**src/rtl/core/crbt_pkg.sv**
```systemverilog
// Shared types, codes and command/status bundles for the chunk receive bitmap tracker.
`default_nettype none

package crbt_pkg;

  localparam int WORD_BITS = 64;
  localparam int OFF_W     = 6;
  localparam int RUN_W     = 7;
  localparam int WM_W      = 14;

  localparam logic       KIND_START = 1'b0;
  localparam logic       KIND_MARK  = 1'b1;

  localparam logic [1:0] ERR_OK    = 2'd0;
  localparam logic [1:0] ERR_TOTAL = 2'd1;
  localparam logic [1:0] ERR_INDEX = 2'd2;

  typedef struct packed {
    logic        kind;
    logic [15:0] chunk_index;
    logic [15:0] total_chunks;
  } item_t;

  typedef struct packed {
    logic            all_received;
    logic [WM_W-1:0] watermark;
    logic [1:0]      error;
  } result_t;

  typedef struct packed {
    logic load_item;
    logic clear;
    logic set_total;
    logic rd_mark;
    logic wr_mark;
    logic rd_walk;
    logic step_walk;
    logic load_out;
  } cmd_t;

  typedef struct packed {
    logic err;
    logic is_start;
    logic walk_more;
    logic walk_cont;
  } status_t;

endpackage

`default_nettype wire

```
**src/rtl/core/crbt_ctrl.sv**
```systemverilog
// Controller state machine: sequences decode, bitmap update and watermark walk.
`default_nettype none

module crbt_ctrl
  import crbt_pkg::*;
(
  input  wire logic    clk,
  input  wire logic    rst,
  input  wire logic    item_valid,
  output logic         item_ready,
  output logic         result_valid,
  input  wire logic    result_ready,
  input  wire status_t status,
  output cmd_t         cmd
);

  localparam logic [2:0] S_IDLE   = 3'd0;
  localparam logic [2:0] S_DECODE = 3'd1;
  localparam logic [2:0] S_MWR    = 3'd2;
  localparam logic [2:0] S_WRD    = 3'd3;
  localparam logic [2:0] S_WEVAL  = 3'd4;
  localparam logic [2:0] S_DONE   = 3'd5;

  logic [2:0] state;
  logic [2:0] state_next;
  logic       out_free;

  assign out_free   = !result_valid || result_ready;
  assign item_ready = (state == S_IDLE);

  // Next state and commands
  always_comb begin
    state_next = state;
    cmd        = '0;
    unique case (state)
      S_IDLE: begin
        if (item_valid) begin
          cmd.load_item = 1'b1;
          state_next    = S_DECODE;
        end
      end
      S_DECODE: begin
        priority if (status.err) begin
          state_next = S_DONE;
        end else if (status.is_start) begin
          cmd.clear  = 1'b1;
          state_next = S_DONE;
        end else begin
          cmd.set_total = 1'b1;
          cmd.rd_mark   = 1'b1;
          state_next    = S_MWR;
        end
      end
      S_MWR: begin
        cmd.wr_mark = 1'b1;
        state_next  = S_WRD;
      end
      S_WRD: begin
        if (status.walk_more) begin
          cmd.rd_walk = 1'b1;
          state_next  = S_WEVAL;
        end else begin
          state_next = S_DONE;
        end
      end
      S_WEVAL: begin
        cmd.step_walk = 1'b1;
        state_next    = status.walk_cont ? S_WRD : S_DONE;
      end
      S_DONE: begin
        if (out_free) begin
          cmd.load_out = 1'b1;
          state_next   = S_IDLE;
        end
      end
      default: begin
        state_next = S_IDLE;
      end
    endcase
  end

  // State register
  always_ff @(posedge clk) begin
    if (rst) begin
      state <= S_IDLE;
    end else begin
      state <= state_next;
    end
  end

  // Hold the result until the sink takes it
  always_ff @(posedge clk) begin
    if (rst) begin
      result_valid <= 1'b0;
    end else if (cmd.load_out) begin
      result_valid <= 1'b1;
    end else if (result_ready) begin
      result_valid <= 1'b0;
    end
  end

endmodule

`default_nettype wire

```
**config.mk**
```make
export PLATFORM = sky130hd
export DESIGN_NAME = crbt_ctrl
export DESIGN_NICKNAME = d
export VERILOG_FILES = /design/src/rtl/core/crbt_pkg.sv /design/src/rtl/core/crbt_ctrl.sv
export SDC_FILE = /design/constraint.sdc
export NUM_CORES = 1
export LEC_CHECK = 0
export CAP_MARGIN = 10
export CORE_AREA = 3 3 40 42
export CTS_BUF_LIST = sky130_fd_sc_hd__clkbuf_2
export CTS_CLUSTER_SIZE = 14
export DETAILED_ROUTE_END_ITERATION = 6
export DIE_AREA = 0 0 43 45
export DONT_BUFFER_PORTS = 1
export SKIP_LAST_GASP = 1
export SLEW_MARGIN = 10
export SYNTH_ARGS = -nofsm -noshare
export SYNTH_HDL_FRONTEND = slang
export SYNTH_SLANG_ARGS = --single-unit
```
**constraint.sdc**
```tcl
create_clock -name clk -period 1.2 [get_ports clk]
set_input_delay 0.12 -clock clk [delete_from_list [all_inputs] [get_ports clk]]
set_output_delay 0.12 -clock clk [all_outputs]
set_load 0.05 [all_outputs]
```
==> qor.yml, run 1 <==
synth_mux_area_frac: 0
netlist.area_leader.share: 0.2795
powerDensity_mw_per_mm2: 1018
maxCapViolCount: 0
setup_tns_ns: -0.5415
coreArea_mm2: 0.001285
h-tree-depth: 1
cp-end-kind: "primary output"
setup_violations: 8
finalCritPeriodShare: 1.115
clockRootBuffer: "clkbuf_2"
numCtsBuffers: 3
synth_commonest_cells: "4 x dfxtp_1, 3 x a21oi_1, 3 x nor2_1"
synth-xor-area-share: 0
synth_nets: 43
num-nets-final: 62
worstPathMaxFanout: 6
vias: 317
vias_per_cell: 4.731
critical-path-slowest-cell: "dfxtp_4"
finalHoldViolations: 0
ys_seq_area_frac: 0.2795
gp_congestion: 0.6733
antenna_found_initial: 0
cpPeakStageDelay_ns: 0.35
reg2reg_from: "state[1]"
rsz0062_at_grt: "true"
grt_max_degree: 8
max_slew.worst_pin.slew_ns: 0.2570
dp_cells: 59
wirelength_um: 808
drc: 0
clk_pin_slew_ns: 0.05
hold_depth: 1
cp-start-kind: "flip-flop"
synth_cell_types: 24
crit_chain: "or3_4 > nor2_4 > buf_12"
ant_nets: 0
num_io_pins: 18
ys_warn_count: 0
area_growth_pct: 105.2
status: "finished with violations"
final_cells: 67
critPathRequiredTime_ns: 1.08
reg2reg_depth: 4
fin_skew_ns: 0.0003825
dpl.hpwl_um: 587.5
total_leakage_power_nw: 0.2352
wl_per_cell_um: 12.06
r2r_end: "state[0]"
synth-seq-cells: 4
synth.area.top_cells: "dfxtp_1 28%, a21oi_1 5.2%, nand3b_1 5.2%"
synthCells: 35
dr.pass1.iters: 2
grt_pass1_wl_mm: 1.255
postLayoutCoreUtil: 0.4576
drive_gt1_frac: 0.6731
synth_ff_type: "dfxtp_1"
die-height_um: 45
min_period_ns: 1.338
synth_fa_ha_area_frac: 0
synth-edff-count: 0
maxSlewHeadroom: 0.8280
cts_tree: "done"
grt_overflow: 0
die-area_mm2: 0.001935
yosys.area_share.simple: 0.4978
diodes: 0
path_buf_inv: 1
synth_top_cell_by_area: "dfxtp_1"
insertion_delay_ns: 0.21
placement.io_buffers: 0
grt_pass1_vias: 312
crit_type: "flip-flop to primary output"
async_flop_share: 0
clock_tree.buffer_depth: 2
violations: "setup timing"
rows: 13
p_total_w: 0.0005984
drv_slew: 0
avgSynthCellArea_um2: 8.186
vdd_drop_max_mv: 0.3857
whs_endpoint: "state[0]"
yosysMostFrequentCell: "dfxtp_1"
cp.arrival_ns: 1.22
grt_use_total: 0.09159
path_delay_family: "simple AND/OR/NAND/NOR gates"
synth_top_family_by_area: "simple AND/OR/NAND/NOR gates"
hold_class: "primary input to flip-flop"
reg2reg_slack_ns: -0.03
synth_area_um2: 286.5
start_util: 0.2230
cts_sinks: 4
worst_slack_ns: -0.1379
drt_first_iter_violations: 3
min_from: "rst"
synth_compound_area_frac: 0.1790
die_w_um: 43
max_freq_mhz: 747.5
[power by group]
part	total, W	leakage (nW)	switching (W)	internal [W]
combinational	0.000305	0.187	0.000164	0.000141
sequential	0.000168	0.0353	0.0000214	0.000146
clock	0.000125	0.0125	0.0000579	0.0000673
[worst register-to-register path, stage by stage (launching register included)]
cell and delay [ns]:
dfxtp_4 0.35, buf_4 0.15, or4_1 0.46, nand3b_1 0.10
o32ai_1 0.06
[sequential cells by signal, indices dropped and copies added, names as in the netlist]
name / cells
state: 3
result_valid: 1
[metrics by stage]
step	area, µm²	worst slack (ns)	hold slack (ns)
after global placement	490.5	0.03164	0.1894
after detailed placement	490.5	0.004603	0.1861
after floorplan	336.6	-0.1817	0.1817
final	588.1	-0.1379	0.01213
after global routing	588.1	-0.1797	0.008256
after CTS	570.5	-0.1505	0.008435
[cell type report]
cell class,instances,area [µm²]
clock buffers,3,15.01
fillers,120,696.9
multi-input cells,29,256.5
flip-flops and latches,4,92.59
well taps,15,18.77
repair buffers,16,205.2
[metal layers]
metal  part of all wire  global-route usage  vias to the layer above
met2               0.54              0.1617                       10
li1                   -                   -                      158
met3              0.066             0.01992                        0
met1               0.40             0.09398                      149
met4                  0             0.07229                        0
met5                  0                   0                        -
[cell usage in the layout (no fill, tap or decap), drive strengths merged]
master       count
nor4b            1
nand2b           3
a21boi           1
dfxtp            4
and2b            1
clkbuf           3
nor3             1
and2             1
o21ai            2
and3             1
a21oi            3
or4              1
nand3b           2
or3              1
buf             15
dlygate4sd3      1
o21ba            1
nor2b            1
or2b             1
nand2            2
o32ai            1
and3b            1
nor2             4
[worst max-delay path by stage]
stage,start,cells after the start,end
after floorplan,state[0],3,cmd[7]
after global placement,state[2],3,cmd[6]
after detailed placement,state[2],3,cmd[6]
after CTS,state[1],3,cmd[5]
after global routing,state[1],3,cmd[5]
final,state[1],3,cmd[5]
[cells by family after synthesis]
family / after synthesis
flip-flops: 4
AND/OR/NAND/NOR: 21
AO/OA/AOI/OAI: 8
buffers and inverters: 2
[timing repair]
action | CTS | global route
resized for setup | 7 | 6
setup endpoints to repair | 9 | 11
pin swaps | 1 | 4
endpoints found under the hold margin | 2 | 0
setup buffers | 4 | 0
hold buffers | 1 | 0
No activity file was read; power rests on OpenSTA's default activity.
==> inputs of run 2 (changes only) <==
==> constraint.sdc (replaced) <==
create_clock -name clk -period 1.2 [get_ports clk]
set_input_delay 0.18 -clock clk [delete_from_list [all_inputs] [get_ports clk]]
set_output_delay 0.18 -clock clk [all_outputs]
set_load 0.05 [all_outputs]
==> run 2 against run 1 <==
Net effect: the run still ends with setup timing left; sequential power fell by 2%; wire length down 2.6%; setup slack got worse by 0.022 ns; hold slack better by 0.025 ns; largest cell class unchanged; count of clock-buffer cells in the layout unchanged; clock power decreased by 7%.
==> qor.yml, run 2 (synthesis results as in run 1) <==
dr.pass1.iters: 4
top_regs: "state: 3 flops, result_valid: 1 flops"
wirelength_um: 787
die-area_mm2: 0.001935
max_freq_mhz: 735.6
num_io_pins: 18
num-nets-final: 60
vias: 315
power_frac_comb: 0.524
antenna_found_initial: 0
finalCritPeriodShare: 1.133
p_total_w: 0.0005876
vias_per_cell: 4.846
hold_depth: 1
critPathRequiredTime_ns: 1.02
final_cell_mix: "5 x buf_12, 5 x buf_4, 4 x buf_6"
clkPwrFrac: 0.197
fin_skew_ns: 0.003537
maxSlewHeadroom: 0.8297
min_from: "rst"
reg2reg_depth: 3
rsz0062_at_grt: "true"
worstPathMaxFanout: 6
wl_per_cell_um: 12.11
die-height_um: 45
die_w_um: 43
largest_reg_flops: 3
final_area_um2: 563.0
powerDensity_mw_per_mm2: 1044
max_slew.worst_pin.slew_ns: 0.2543
cp.arrival_ns: 1.18
cts_tree: "done"
cp-end-kind: "primary output"
grt_overflow: 0
drt_first_iter_violations: 12
crit_type: "flip-flop to primary output"
p_int_w: 0.0003542
grt_pass1_vias: 336
multi_input_area_um2: 256.5
n_fill_cell: 134
reg2reg_from: "state[0]"
diodes: 0
setup_violations: 9
drv_slew: 0
rows: 13
insertion_delay_ns: 0.20
clock_tree.buffer_depth: 2
gp_congestion: 0.7585
status: "finished with violations"
drive_gt1_frac: 0.6800
switching_power_w: 0.0002334
start_util: 0.2230
regArea_um2: 90.09
cts_hold_buf: 0
numCtsBuffers: 3
max_flop_register: "state"
p_seq_frac: 0.279
clockRootBuffer: "clkbuf_2"
dpl.hpwl_um: 615.3
hold_class: "primary input to flip-flop"
total_leakage_power_nw: 0.2240
area_growth_pct: 96.51
startpoint: "state[1]"
vdd_drop_max_mv: 0.3646
cts_sinks: 4
cp-start-kind: "flip-flop"
placement.io_buffers: 0
ant_nets: 0
grt_use_total: 0.09900
placed_area_um2: 491.7
coreArea_mm2: 0.001285
maxCapViolCount: 0
grt_max_degree: 9
drc: 0
power.share.switching: 0.3972
h-tree-depth: 1
min_period_ns: 1.359
grt_pass1_wl_mm: 1.421
worst_slack_ns: -0.1594
finalHoldViolations: 0
violations: "setup timing"
clk_pin_slew_ns: 0.04
-- run 2: cell count changes in the layout (fill, tap and decap cells not counted), sizes merged --
| cell | before | now |
|---|---|---|
| buf | 15 | 14 |
| dlygate4sd3 | 1 | 0 |
-- run 2: per-stage QoR --
stage	setup slack (ns)	hold slack [ns]	cells	util	TNS [ns]
after floorplan	-0.2417	0.2417	35	-	-0.7793
after global placement	0.02439	0.2450	60	0.3827	0
after detailed placement	0.01862	0.2452	60	0.3827	0
after CTS	-0.1838	0.02308	65	0.4304	-1.006
after global routing	-0.2406	0.009600	65	0.4382	-1.601
final	-0.1594	0.03681	65	0.4382	-0.8178
-- run 2: path summary, 6_finish.rpt --
check	endpoint	slack (ns)
hold / removal	result_valid	0.04
hold reg to reg	result_valid	0.54
setup / recovery	cmd[5]	-0.16
setup reg to reg	state[0]	0.03
-- run 2: power groups by stage --
stage / Combinational (W) / Clock, W / Sequential (W)
2_1_floorplan: 0.000193 / 0 / 0.000168
3_3_place_gp: 0.000276 / 0 / 0.000161
3_5_place_dp: 0.000279 / 0 / 0.000162
4_1_cts: 0.000307 / 0.000125 / 0.000163
5_1_grt: 0.000324 / 0.000140 / 0.000166
6_report: 0.000308 / 0.000116 / 0.000164
-- run 2: per-layer routing --
metal | GRT usage | vias to the layer above | part of all wire
li1 | - | 154 | -
met1 | 0.1202 | 142 | 0.36
met2 | 0.1467 | 19 | 0.53
met3 | 0.04382 | 0 | 0.10
met4 | 0.05422 | 0 | 0
met5 | 0 | - | 0
-- run 2: timing repair --
item                                    CTS  global route
endpoints found under the setup margin    9            10
gates resized for setup                   9             3
pin swaps                                 5             1
buffers inserted                          2             0
gates cloned                              0             0
-- run 2: cell type report --
cell class,count,area share
multi-input combinational,29,0.4556
sequential,4,0.1600
tap,15,0.03333
timing repair buffer,14,0.3244
clock buffer,3,0.02667
-- run 2: worst max-delay path: stages, from the launching register on --
cell and delay (ns):
dfxtp_2 0.33, or3_4 0.35, nor2_4 0.12, buf_12 0.18
==> inputs of run 3 (changes only) <==
--- a/config.mk
+++ b/config.mk
@@ -5,6 +5,7 @@
 export SDC_FILE = /design/constraint.sdc
 export NUM_CORES = 1
 export LEC_CHECK = 0
+export ABC_AREA = 1
 export CAP_MARGIN = 10
 export CORE_AREA = 3 3 40 42
 export CTS_BUF_LIST = sky130_fd_sc_hd__clkbuf_2
==> run 3 against run 2 <==
Net effect: largest cell class unchanged; critical path depth grew 1; core utilization grew 2.4 points; the run still ends with setup timing left; clock skew is essentially flat; non-clock buffer count grew 1; final cell count grew 31%; power grew 18%; highest routed layer is now met4; flip-flop and latch count is the same; final area grew 5.6%; critical path type unchanged; synthesized cell count grew 51%; combinational power grew 27%.
==> qor.yml, run 3 <==
status: "finished with violations"
violations: "setup timing"
cp.arrival_ns: 1.13
grt_overflow: 0
synth_area_um2: 290.3
final_cell_mix: "10 x nand2_1, 9 x buf_4, 8 x inv_1"
max_slew.worst_pin.slew_ns: 0.3292
drc: 0
vdd_drop_max_mv: 0.7549
placement.io_buffers: 0
synth_cell_types: 12
drv_slew: 0
vias: 387
dpl.hpwl_um: 612
synth-seq-cells: 4
top_regs: "state: 3 flops, result_valid: 1 flops"
max_flop_register: "state"
maxCapViolCount: 0
worstPathMaxFanout: 4
synth-edff-count: 0
use_met1: 0.09135
finalCritPeriodShare: 1.095
maxSlewHeadroom: 0.7797
netlist.area_leader.share: 0.2759
finalHoldViolations: 0
hold_class: "primary input to flip-flop"
grt_pass1_wl_mm: 1.483
dp_cells: 75
clk_pin_slew_ns: 0.05
diodes: 0
coreArea_mm2: 0.001285
avgSynthCellArea_um2: 5.477
wl_per_cell_um: 10.67
numCtsBuffers: 3
dr.pass1.iters: 4
drt_first_iter_violations: 11
powerDensity_mw_per_mm2: 1166
synth.area.top_cells: "dfxtp_1 28%, inv_1 18%, nand2_1 13%"
busiest_layer: "met2"
total_leakage_power_nw: 0.2769
die-height_um: 45
use_met3: 0.06773
cp-end-kind: "primary output"
ant_nets: 0
fin_skew_ns: 0.003955
async_flop_share: 0
n_fill_cell: 118
h-tree-depth: 1
grt_pass1_vias: 370
num_io_pins: 18
largest_reg_flops: 3
cts_tree: "done"
die-area_mm2: 0.001935
die_w_um: 43
critPathRequiredTime_ns: 1.02
synth_top_cell_by_area: "dfxtp_1"
yosysMostFrequentCell: "inv_1"
grt_max_degree: 7
synth_ff_type: "dfxtp_1"
grt_use_total: 0.1065
ys_seq_area_frac: 0.2759
rows: 13
worst_slack_ns: -0.1146
synth_commonest_cells: "14 x inv_1, 10 x nand2_1, 10 x nor2_1"
cts_hold_buf: 0
rsz0062_at_grt: "true"
area_growth_pct: 104.7
cts_sinks: 4
clockRootBuffer: "clkbuf_2"
global_route.usage.met2: 0.1826
p_total_w: 0.0006930
wirelength_um: 907
drive_gt1_frac: 0.5286
clock_tree.buffer_depth: 2
min_period_ns: 1.315
ys_warn_count: 0
synthCells: 53
gp_congestion: 0.8164
max_freq_mhz: 760.7
setup_violations: 8
crit_type: "flip-flop to primary output"
num-nets-final: 80
start_util: 0.2259
synth_nets: 61
cp-start-kind: "flip-flop"
vias_per_cell: 4.553
antenna_found_initial: 0
final_cells: 85
final_common_cell: "nand2_1"
insertion_delay_ns: 0.22
run 3: changes by cell type in the layout (fill, tap and decap cells not counted), sizes merged, moves of 2 or more:
cell and change:
inv +12, nand3 +5, nor2 +8, nand2b -3, nand3b -2, nand2 +8
run 3: timing repair:
item	in CTS	in global routing
setup endpoints to repair	9	10
buffers inserted	7	2
gates resized for setup	10	4
pin swaps	4	5
run 3: layout make-up:
type	instances	area [µm²]	area share
Inverter	14	72.57	0.1221
Clock buffer	3	15.01	0.02526
Multi-Input combinational cell	34	210.2	0.3537
Sequential cell	4	90.09	0.1516
Tap cell	15	18.77	0.03158
Timing Repair Buffer	15	187.7	0.3158
run 3: critical path, stage by stage (launching register included):
cell and delay [ns]:
dfxtp_4 0.36, nor2_2 0.15, inv_1 0.10, nor3_4 0.15, buf_12 0.16
run 3: power breakdown:
part / leakage (nW) / switching (W) / internal, W
registers: 0.0350 / 0.0000221 / 0.000150
clock network: 0.0125 / 0.0000618 / 0.0000673
logic: 0.229 / 0.000222 / 0.000170
run 3: final timing paths:
| check | from | end | slack (ns) | cells past startpoint |
|---|---|---|---|---|
| max | state[0] | cmd[7] | -0.11 | 4 |
| min | rst | state[2] | 0.02 | 1 |
| max reg2reg | state[1] | state[0] | 0.05 | 8 |
| min reg2reg | result_valid | result_valid | 0.61 | 4 |
run 3: through the flow:
stage	hold WS [ns]	setup TNS, ns	util	instance area [µm²]	setup slack (ns)
floorplan	0.2420	-0.04687	-	342.8	-0.03439
global placement	0.2462	0	0.3778	485.5	0.04423
detailed placement	0.2484	0	0.3778	485.5	0.02251
CTS	0.01786	-0.8710	0.4489	576.8	-0.1497
global route	0.006600	-1.423	0.4625	594.3	-0.1905
finish	0.01957	-0.7133	0.4625	594.3	-0.1146
run 3: logic make-up (layout without fill, tap and decap cells):
group	count (synthesis)	after routing	share of synthesized area
AND/OR/NAND/NOR	30	30	0.4440
buffers and inverters	15	32	0.2069
AO/OA/AOI/OAI	4	4	0.07327
flip-flops	4	4	0.2759
run 3: per-layer routing:
layer / up-vias / routed length (µm)
met5: - / 0
met4: 0 / 16
met3: 2 / 99
met2: 21 / 499
met1: 168 / 293
li1: 196 / -
